<file path="config.mk">
export PLATFORM = sky130hd
export DESIGN_NAME = double_ended_queue_core
export DESIGN_NICKNAME = d
export VERILOG_FILES = /design/src/dq_pkg.sv /design/src/dq_front.sv /design/src/dq_back.sv /design/src/double_ended_queue_core.sv
export SDC_FILE = /design/constraint.sdc
export NUM_CORES = 2
export LEC_CHECK = 0
export ABC_AREA = 0
export BUFFER_PORTS_ARGS = -buffer_cell sky130_fd_sc_hd__buf_4
export CAP_MARGIN = 30
export CORE_MARGIN = 2
export CORE_UTILIZATION = 45
export DETAILED_ROUTE_END_ITERATION = 10
export PLACE_DENSITY = 0.58
export SLEW_MARGIN = 15
export SYNTH_ARGS = -nofsm -noshare
export SYNTH_HDL_FRONTEND = slang
export SYNTH_HIERARCHICAL = 1
export SYNTH_SLANG_ARGS = --single-unit
</file>
<file path="constraint.sdc">
create_clock -name clk -period 18.4 [get_ports clk]
set_input_delay 3.68 -clock clk [delete_from_list [all_inputs] [get_ports clk]]
set_output_delay 3.68 -clock clk [all_outputs]
set_load 0.01 [all_outputs]
</file>
<file path="src/dq_pkg.sv">
// Shared types and constants for the double-ended queue core.
`default_nettype none
package dq_pkg;

  localparam int OPCODE_W = 3;
  localparam int ENTRY_W  = 64;
  localparam int STATUS_W = 2;
  localparam int COUNT_W  = 5;

  // Stream packing widths
  localparam int IN_TDATA_W  = 64;
  localparam int IN_TUSER_W  = 8;
  localparam int OUT_TDATA_W = 72;

  // Input opcodes
  localparam logic [OPCODE_W-1:0] OP_PUSH_FRONT = 3'd0;
  localparam logic [OPCODE_W-1:0] OP_PUSH_BACK  = 3'd1;
  localparam logic [OPCODE_W-1:0] OP_POP_FRONT  = 3'd2;
  localparam logic [OPCODE_W-1:0] OP_POP_BACK   = 3'd3;
  localparam logic [OPCODE_W-1:0] OP_LIST       = 3'd4;

  // Result status codes
  localparam logic [STATUS_W-1:0] STATUS_OK    = 2'd0;
  localparam logic [STATUS_W-1:0] STATUS_EMPTY = 2'd1;
  localparam logic [STATUS_W-1:0] STATUS_FULL  = 2'd2;

  // Command queue between front and back
  localparam int CMDQ_DEPTH = 2;
  localparam int CMDQ_AW    = 1;

  typedef enum logic [2:0] {
    CMD_PUSH_FRONT,
    CMD_PUSH_BACK,
    CMD_POP_FRONT,
    CMD_POP_BACK,
    CMD_LIST
  } cmd_kind_t;

  typedef struct packed {
    cmd_kind_t            kind;
    logic [ENTRY_W-1:0]   entry;
  } cmd_t;

endpackage
`default_nettype wire

</file>
<file path="src/dq_front.sv">
// Front end: accepts input transactions, decodes opcodes, queues commands.
`default_nettype none
module dq_front (
  input  wire logic                          clk,
  input  wire logic                          rst,
  input  wire logic                          s_tvalid,
  output logic                               s_tready,
  input  wire logic [dq_pkg::IN_TDATA_W-1:0] s_tdata,  // [63:0] entry_in
  input  wire logic [dq_pkg::IN_TUSER_W-1:0] s_tuser,  // [2:0] opcode, rest zero
  output logic                               cmd_valid,
  input  wire logic                          cmd_ready,
  output dq_pkg::cmd_t                       cmd
);

  dq_pkg::cmd_t                   q [dq_pkg::CMDQ_DEPTH];
  logic [dq_pkg::CMDQ_AW-1:0]     wr_ptr;
  logic [dq_pkg::CMDQ_AW-1:0]     rd_ptr;
  logic [dq_pkg::CMDQ_AW:0]       fill;
  logic                           accept;
  logic                           known_op;
  logic                           enq;
  logic                           deq;
  dq_pkg::cmd_t                   dec;

  always_comb begin
    known_op  = 1'b1;
    dec.entry = s_tdata[dq_pkg::ENTRY_W-1:0];
    dec.kind  = dq_pkg::CMD_LIST;
    case (s_tuser[dq_pkg::OPCODE_W-1:0])
      dq_pkg::OP_PUSH_FRONT: dec.kind = dq_pkg::CMD_PUSH_FRONT;
      dq_pkg::OP_PUSH_BACK:  dec.kind = dq_pkg::CMD_PUSH_BACK;
      dq_pkg::OP_POP_FRONT:  dec.kind = dq_pkg::CMD_POP_FRONT;
      dq_pkg::OP_POP_BACK:   dec.kind = dq_pkg::CMD_POP_BACK;
      dq_pkg::OP_LIST:       dec.kind = dq_pkg::CMD_LIST;
      default:               known_op = 1'b0;  // undefined opcodes are dropped
    endcase
  end

  assign s_tready  = (fill != (dq_pkg::CMDQ_AW+1)'(dq_pkg::CMDQ_DEPTH));
  assign accept    = s_tvalid && s_tready;
  assign enq       = accept && known_op;
  assign cmd_valid = (fill != '0);
  assign deq       = cmd_valid && cmd_ready;
  assign cmd       = q[rd_ptr];

  always_ff @(posedge clk) begin
    if (enq) begin
      q[wr_ptr] <= dec;
    end
  end

  always_ff @(posedge clk) begin
    if (rst) begin
      wr_ptr <= '0;
      rd_ptr <= '0;
      fill   <= '0;
    end else begin
      if (enq) begin
        wr_ptr <= wr_ptr + 1'b1;
      end
      if (deq) begin
        rd_ptr <= rd_ptr + 1'b1;
      end
      case ({enq, deq})
        2'b10:   fill <= fill + (dq_pkg::CMDQ_AW+1)'(1);
        2'b01:   fill <= fill - (dq_pkg::CMDQ_AW+1)'(1);
        default: fill <= fill;
      endcase
    end
  end

endmodule
`default_nettype wire

</file>
<file path="src/dq_back.sv">
// Back end: executes queue commands against the ring store, registers results.
`default_nettype none
module dq_back #(
  parameter int DEPTH = 16
) (
  input  wire logic                             clk,
  input  wire logic                             rst,
  input  wire logic                             cmd_valid,
  output logic                                  cmd_ready,
  input  wire dq_pkg::cmd_t                     cmd,
  output logic                                  m_tvalid,
  input  wire logic                             m_tready,
  output logic [dq_pkg::STATUS_W-1:0]           out_status,
  output logic [dq_pkg::ENTRY_W-1:0]            out_entry,
  output logic [dq_pkg::COUNT_W-1:0]            out_count,
  output logic                                  out_last
);

  localparam int AW = (DEPTH > 1) ? $clog2(DEPTH) : 1;
  localparam int CW = $clog2(DEPTH + 1);
  localparam int SW = CW + 1;

  typedef enum logic [1:0] {
    ST_IDLE,
    ST_POP,
    ST_LIST
  } state_t;

  function automatic logic [AW-1:0] ring_next(input logic [AW-1:0] i);
    return (i == AW'(DEPTH - 1)) ? '0 : i + AW'(1);
  endfunction

  function automatic logic [AW-1:0] ring_prev(input logic [AW-1:0] i);
    return (i == '0) ? AW'(DEPTH - 1) : i - AW'(1);
  endfunction

  function automatic logic [AW-1:0] ring_add(input logic [AW-1:0] base,
                                             input logic [CW-1:0] off);
    logic [SW-1:0] sum;
    sum = SW'(base) + SW'(off);
    if (sum >= SW'(DEPTH)) begin
      sum = sum - SW'(DEPTH);
    end
    return sum[AW-1:0];
  endfunction

  logic [dq_pkg::ENTRY_W-1:0] mem [DEPTH];
  logic [dq_pkg::ENTRY_W-1:0] rd_data;

  state_t         state, state_next;
  logic [AW-1:0]  front, front_next;
  logic [CW-1:0]  held, held_next;
  logic [CW-1:0]  cursor, cursor_next;
  logic [AW-1:0]  list_pos, list_pos_next;

  logic           out_free;
  logic           full;
  logic           empty;
  logic           rd_en;
  logic [AW-1:0]  rd_addr;
  logic           wr_en;
  logic [AW-1:0]  wr_addr;
  logic           emit;
  logic [dq_pkg::STATUS_W-1:0] e_status;
  logic [dq_pkg::ENTRY_W-1:0]  e_entry;
  logic [dq_pkg::COUNT_W-1:0]  e_count;
  logic                        e_last;

  assign out_free  = !m_tvalid || m_tready;
  assign full      = (held == CW'(DEPTH));
  assign empty     = (held == '0);
  assign cmd_ready = (state == ST_IDLE) && out_free;

  always_comb begin
    state_next    = state;
    front_next    = front;
    held_next     = held;
    cursor_next   = cursor;
    list_pos_next = list_pos;
    rd_en         = 1'b0;
    rd_addr       = front;
    wr_en         = 1'b0;
    wr_addr       = front;
    emit          = 1'b0;
    e_status      = dq_pkg::STATUS_OK;
    e_entry       = '0;
    e_count       = dq_pkg::COUNT_W'(held);
    e_last        = 1'b1;
    case (state)
      ST_IDLE: begin
        if (cmd_valid && out_free) begin
          case (cmd.kind)
            dq_pkg::CMD_PUSH_FRONT, dq_pkg::CMD_PUSH_BACK: begin
              emit = 1'b1;
              if (full) begin
                e_status = dq_pkg::STATUS_FULL;
              end else begin
                wr_en = 1'b1;
                if (cmd.kind == dq_pkg::CMD_PUSH_FRONT) begin
                  wr_addr    = ring_prev(front);
                  front_next = ring_prev(front);
                end else begin
                  wr_addr = ring_add(front, held);
                end
                held_next = held + CW'(1);
                e_count   = dq_pkg::COUNT_W'(held + CW'(1));
              end
            end
            dq_pkg::CMD_POP_FRONT, dq_pkg::CMD_POP_BACK: begin
              if (empty) begin
                emit     = 1'b1;
                e_status = dq_pkg::STATUS_EMPTY;
              end else begin
                rd_en = 1'b1;
                if (cmd.kind == dq_pkg::CMD_POP_FRONT) begin
                  rd_addr    = front;
                  front_next = ring_next(front);
                end else begin
                  rd_addr = ring_add(front, held - CW'(1));
                end
                held_next  = held - CW'(1);
                state_next = ST_POP;
              end
            end
            dq_pkg::CMD_LIST: begin
              if (empty) begin
                emit     = 1'b1;
                e_status = dq_pkg::STATUS_EMPTY;
              end else begin
                rd_en         = 1'b1;
                rd_addr       = front;
                list_pos_next = front;
                cursor_next   = '0;
                state_next    = ST_LIST;
              end
            end
            default: begin
            end
          endcase
        end
      end
      ST_POP: begin
        if (out_free) begin
          emit       = 1'b1;
          e_entry    = rd_data;
          state_next = ST_IDLE;
        end
      end
      ST_LIST: begin
        if (out_free) begin
          emit    = 1'b1;
          e_entry = rd_data;
          e_last  = (cursor + CW'(1) == held);
          if (e_last) begin
            cursor_next = '0;
            state_next  = ST_IDLE;
          end else begin
            // prefetch the next ring slot while this one is presented
            rd_en         = 1'b1;
            rd_addr       = ring_next(list_pos);
            list_pos_next = ring_next(list_pos);
            cursor_next   = cursor + CW'(1);
          end
        end
      end
      default: state_next = ST_IDLE;
    endcase
  end

  // Ring store: one write port, one registered read port
  always_ff @(posedge clk) begin
    if (wr_en) begin
      mem[wr_addr] <= cmd.entry;
    end
    if (rd_en) begin
      rd_data <= mem[rd_addr];
    end
  end

  always_ff @(posedge clk) begin
    if (rst) begin
      state    <= ST_IDLE;
      front    <= '0;
      held     <= '0;
      cursor   <= '0;
      list_pos <= '0;
      m_tvalid <= 1'b0;
    end else begin
      state    <= state_next;
      front    <= front_next;
      held     <= held_next;
      cursor   <= cursor_next;
      list_pos <= list_pos_next;
      if (emit) begin
        m_tvalid <= 1'b1;
      end else if (m_tready) begin
        m_tvalid <= 1'b0;
      end
    end
  end

  always_ff @(posedge clk) begin
    if (emit) begin
      out_status <= e_status;
      out_entry  <= e_entry;
      out_count  <= e_count;
      out_last   <= e_last;
    end
  end

endmodule
`default_nettype wire

</file>
<file path="src/double_ended_queue_core.sv">
// Top level of the bounded double-ended queue core.
// Push results are registered from the command; pop results also pass the registered ring read.
// A list of N entries yields N results, one per cycle unless the output stalls; an empty list one.
// One push per cycle unless the output stalls; a pop or list holds the back end until it is done.
// A two-entry command queue lets the input side keep accepting while the back end is busy.
// Synchronous active-high reset empties the queue; ring contents are not cleared.
`default_nettype none
module double_ended_queue_core #(
  parameter int DEPTH = 16
) (
  input  wire logic                           clk,
  input  wire logic                           rst,
  input  wire logic                           s_tvalid,
  output logic                                s_tready,
  input  wire logic [dq_pkg::IN_TDATA_W-1:0]  s_tdata,  // [63:0] entry_in
  input  wire logic [dq_pkg::IN_TUSER_W-1:0]  s_tuser,  // [2:0] opcode
  output logic                                m_tvalid,
  input  wire logic                           m_tready,
  output logic [dq_pkg::OUT_TDATA_W-1:0]      m_tdata,  // [1:0] status, [65:2] entry_out,
                                                        // [70:66] entry_count, [71] zero
  output logic                                m_tlast   // last_result
);

  logic                          cmd_valid;
  logic                          cmd_ready;
  dq_pkg::cmd_t                  cmd;
  logic [dq_pkg::STATUS_W-1:0]   out_status;
  logic [dq_pkg::ENTRY_W-1:0]    out_entry;
  logic [dq_pkg::COUNT_W-1:0]    out_count;

  dq_front u_front (
    .clk       (clk),
    .rst       (rst),
    .s_tvalid  (s_tvalid),
    .s_tready  (s_tready),
    .s_tdata   (s_tdata),
    .s_tuser   (s_tuser),
    .cmd_valid (cmd_valid),
    .cmd_ready (cmd_ready),
    .cmd       (cmd)
  );

  dq_back #(
    .DEPTH (DEPTH)
  ) u_back (
    .clk        (clk),
    .rst        (rst),
    .cmd_valid  (cmd_valid),
    .cmd_ready  (cmd_ready),
    .cmd        (cmd),
    .m_tvalid   (m_tvalid),
    .m_tready   (m_tready),
    .out_status (out_status),
    .out_entry  (out_entry),
    .out_count  (out_count),
    .out_last   (m_tlast)
  );

  assign m_tdata = {1'b0, out_count, out_entry, out_status};

endmodule
`default_nettype wire

</file>
==> impl_metrics.py <==
metrics = {
    "outcome": {
        "status": "completed",
    },
    "run": {
        "maxCapViolations": 0,
    },
    "floorplanning": {
        "num_rows": 125,
        "dieArea_um2": 119000,
        "initial_core_util_pct": 45.2,
        "die_x_um": 345,
        "core_um2": 116000,
        "ios": 151,
        "die_h_um": 345,
    },
    "timing": {
        "period_needed_ns": 7.56,
        "fin_skew_ns": 0.0226,
        "slew_viol_final": 0,
        "setup_violations": 0,
        "worst_slack_ns": 10.84,
        "period_share_pct": 41.1,
        "max_slew_margin_pct": 29.5,
        "rsz0062_at_grt": "false",
        "finalSetupTns_ns": 0,
        "fmax_mhz": 132,
        "worst_pin_slew_ns": 1.06,
        "hold_viol": 0,
    },
    "cts": {
        "clock-sinks": 1320,
        "cts-htree-levels": 4,
        "cts-buffers-inserted": 137,
        "post-cts-setup-buffer-count": 0,
        "postCtsResizedCells": 0,
        "root_buffer": "clkbuf_16",
        "clkTransAtPathRegs_ns": 0.06,
        "cts_hold_buf": 0,
        "cts_tree": "built",
        "clockBufferDepth": 3,
        "clk-insertion-delay-late_ns": 0.74,
    },
    "logic_synthesis": {
        "synth_xor_area_share_pct": 0.385,
        "synth_top_family_by_area": "simple AND/OR/NAND/NOR gates",
        "syn-instance-count": 3373,
        "ys_ff_latch": 1320,
        "ys.flop_type": "edfxtp_1",
        "synthAdderAreaFrac_pct": 0.531,
        "yosysSeqAreaShare_pct": 75.2,
        "syn_nets": 3470,
        "yosys-top-cells-area": "edfxtp_1, mux2i_1, nand3_1, a32oi_1, o2111ai_1",
        "synth-edff-count": 1294,
        "synth-simple-area-share_pct": 9.05,
        "ys_types": 72,
        "synth_warnings": 6,
        "synth_top_cell_by_area": "edfxtp_1",
        "synthMuxAreaShare_pct": 4.07,
        "synth-compound-area-share_pct": 7.38,
        "async_flop_share_pct": 0,
        "syn_avg_cell_area_um2": 15.5,
        "synth_area_um2": 52300,
        "synth_top_area_share_pct": 74.2,
    },
    "route": {
        "drc": 0,
        "vias": 30500,
        "routed_via_density": 5.97,
        "drt_wl_total_mm": 136,
        "dr.pass1.iters": 5,
        "ant_nets": 0,
        "drt-wirelength-per-cell_um": 26.7,
        "drt_iter0_drc": 2952,
    },
    "min_path": {
        "hold_depth": 2,
        "min_to": "u_front/fill[1]$_SDFFE_PP0P_",
        "hp-class": "reg2reg",
        "hp-start": "u_front/fill[1]$_SDFFE_PP0P_",
    },
    "setup_path": {
        "reg2reg_to": "u_back/rd_data[21]$_DFFE_PP_",
        "cp_slowest_cell": "buf_4",
        "crit_path_start": "m_tready",
        "r2r_cells": 13,
        "worstPathArrival_ns": 8.13,
        "r2r_slack_ns": 12.43,
        "path_buf_inv": 5,
        "crit_type": "in2reg",
        "start_kind": "input pin",
        "crit_family": "buffers and inverters",
        "critPathCaptureType": "flip-flop",
        "cp_common_cell": "buf_4",
        "critical-path-max-stage-delay_ns": 0.85,
        "path_cells": "buf_4, nand2b_4, buf_4, a21oi_4, buf_4, buf_4, o211a_4, buf_12, nand2_1, a32oi_1, and4_1",
        "required_ns": 18.98,
        "crit_fanout": 173,
    },
    "placed_design": {
        "portBuffers": 144,
        "hpwl_mm": 66.5,
        "gp_congestion": 0.765,
        "dp_slack_ns": 9.77,
    },
    "pwr": {
        "cellPowerDensity_nw_per_um2": 151,
        "ir_drop_mv": 0.187,
        "p_leak_uw": 0.0198,
    },
    "layout": {
        "fin_nets": 3568,
        "synthToLayoutAreaGrowth_pct": 13.8,
        "layout-drive-gt1-share_pct": 14.8,
        "final_cell_mix": "edfxtp_1, nand2_1, nand3_1",
        "layout_commonest_cell": "edfxtp_1",
    },
    "grt": {
        "gr-usage-all-layers_pct": 22.6,
        "grt_pass1_wl_mm": 199,
        "grt_start_max_net_pins": 174,
        "antenna_found_initial": 3,
        "grt_pass1_vias": 29300,
        "overflow": 0,
    },
}
==> area by class of cell <==
| type | instances | area (µm²) |
|---|---|---|
| timing repair buffer | 226 | 1960 |
| antenna | 1 | 2.50 |
| clock inverter | 80 | 633 |
| sequential | 1320 | 39400 |
| clock buffer | 170 | 3680 |
| inverter | 146 | 548 |
| multi-input combinational | 1640 | 11500 |
| fill | 9554 | 56200 |
| tap | 1524 | 1910 |
==> through the flow <==
step	total power, µW	instance area [µm²]	cells	utilization (%)	hold slack, ns
final	9000	59600	5107	51.5	0.512
after detailed placement	6380	55100	4849	47.6	0.497
after CTS	9040	59400	5099	51.3	0.509
after global routing	9380	59600	5106	51.5	0.540
after floorplan	5510	52300	3373	-	0.470
after global placement	6350	54900	4842	47.5	0.488
==> worst register-to-register path, delay by kind of cell (launching register included) <==
family                 cells  cell delay (ns)
AO/OA/AOI/OAI              4             0.85
buffers and inverters      4             2.50
flip-flops                 1             0.78
multiplexers               2             0.84
AND/OR/NAND/NOR            3             0.73
==> synth_stat cells (21+ instances only) <==
master and number:
edfxtp_1 1294, nand2_1 287, nand3_1 266, clkbuf_1 184, inv_1 145, mux2i_1 135
nand4_1 135, o211ai_1 131, a32oi_1 128, o2111ai_1 128, mux2_2 69, and3_1 67
and4_1 64, nor2_1 54, buf_2 50, dfxtp_1 26, o21ai_0 26, a21oi_1 21
==> worst max path at each step <==
| stage | to | slack (ns) | cells after the start |
|---|---|---|---|
| final | u_back/rd_data[31]$_DFFE_PP_ | 10.84 | 11 |
| after floorplan | u_back/rd_data[0]$_DFFE_PP_ | 8.83 | 4 |
| after global placement | u_back/rd_data[21]$_DFFE_PP_ | 9.73 | 11 |
| after detailed placement | u_back/rd_data[21]$_DFFE_PP_ | 9.77 | 11 |
| after CTS | u_back/rd_data[21]$_DFFE_PP_ | 10.53 | 11 |
| after global routing | u_back/rd_data[32]$_DFFE_PP_ | 10.73 | 11 |
==> cells by family (layout without fill, tap and decap cells) <==
group | after synthesis | count (layout)
buffers and inverters | 413 | 622
adder cells (fa/ha/maj) | 21 | 21
AND/OR/NAND/NOR | 912 | 912
AO/OA/AOI/OAI | 479 | 479
multiplexers | 204 | 204
XOR/XNOR | 23 | 23
flip-flops | 1320 | 1320
other | 1 | 2
==> routing by layer <==
layer	share of wire (%)	track usage, %
met2	46	35.2
met5	0	0
met1	44	32.1
met4	2.9	7.84
met3	7.2	4.09
==> registers in the layout, indices dropped and copies added, names as in the netlist, named ones only <==
name and flops:
u_back/cursor 5, u_back/front 4, u_back/held 5, u_back/list_pos 4
u_back/m_tvalid 1, u_back/mem 1024, u_back/out_count 5, u_back/out_entry 64
u_back/out_last 1, u_back/out_status 2, u_back/rd_data 64, u_back/state 2
u_front/fill 2, u_front/q 134, u_front/rd_ptr 1, u_front/wr_ptr 1
==> power breakdown <==
group,leakage (µW),switching (µW),internal (µW)
clock,0.00211,1130,1540
combinational,0.00578,1760,762
sequential,0.0119,77.3,3740
total,0.0198,2960,6030
Note: power is estimated with default switching activity, not from simulation.
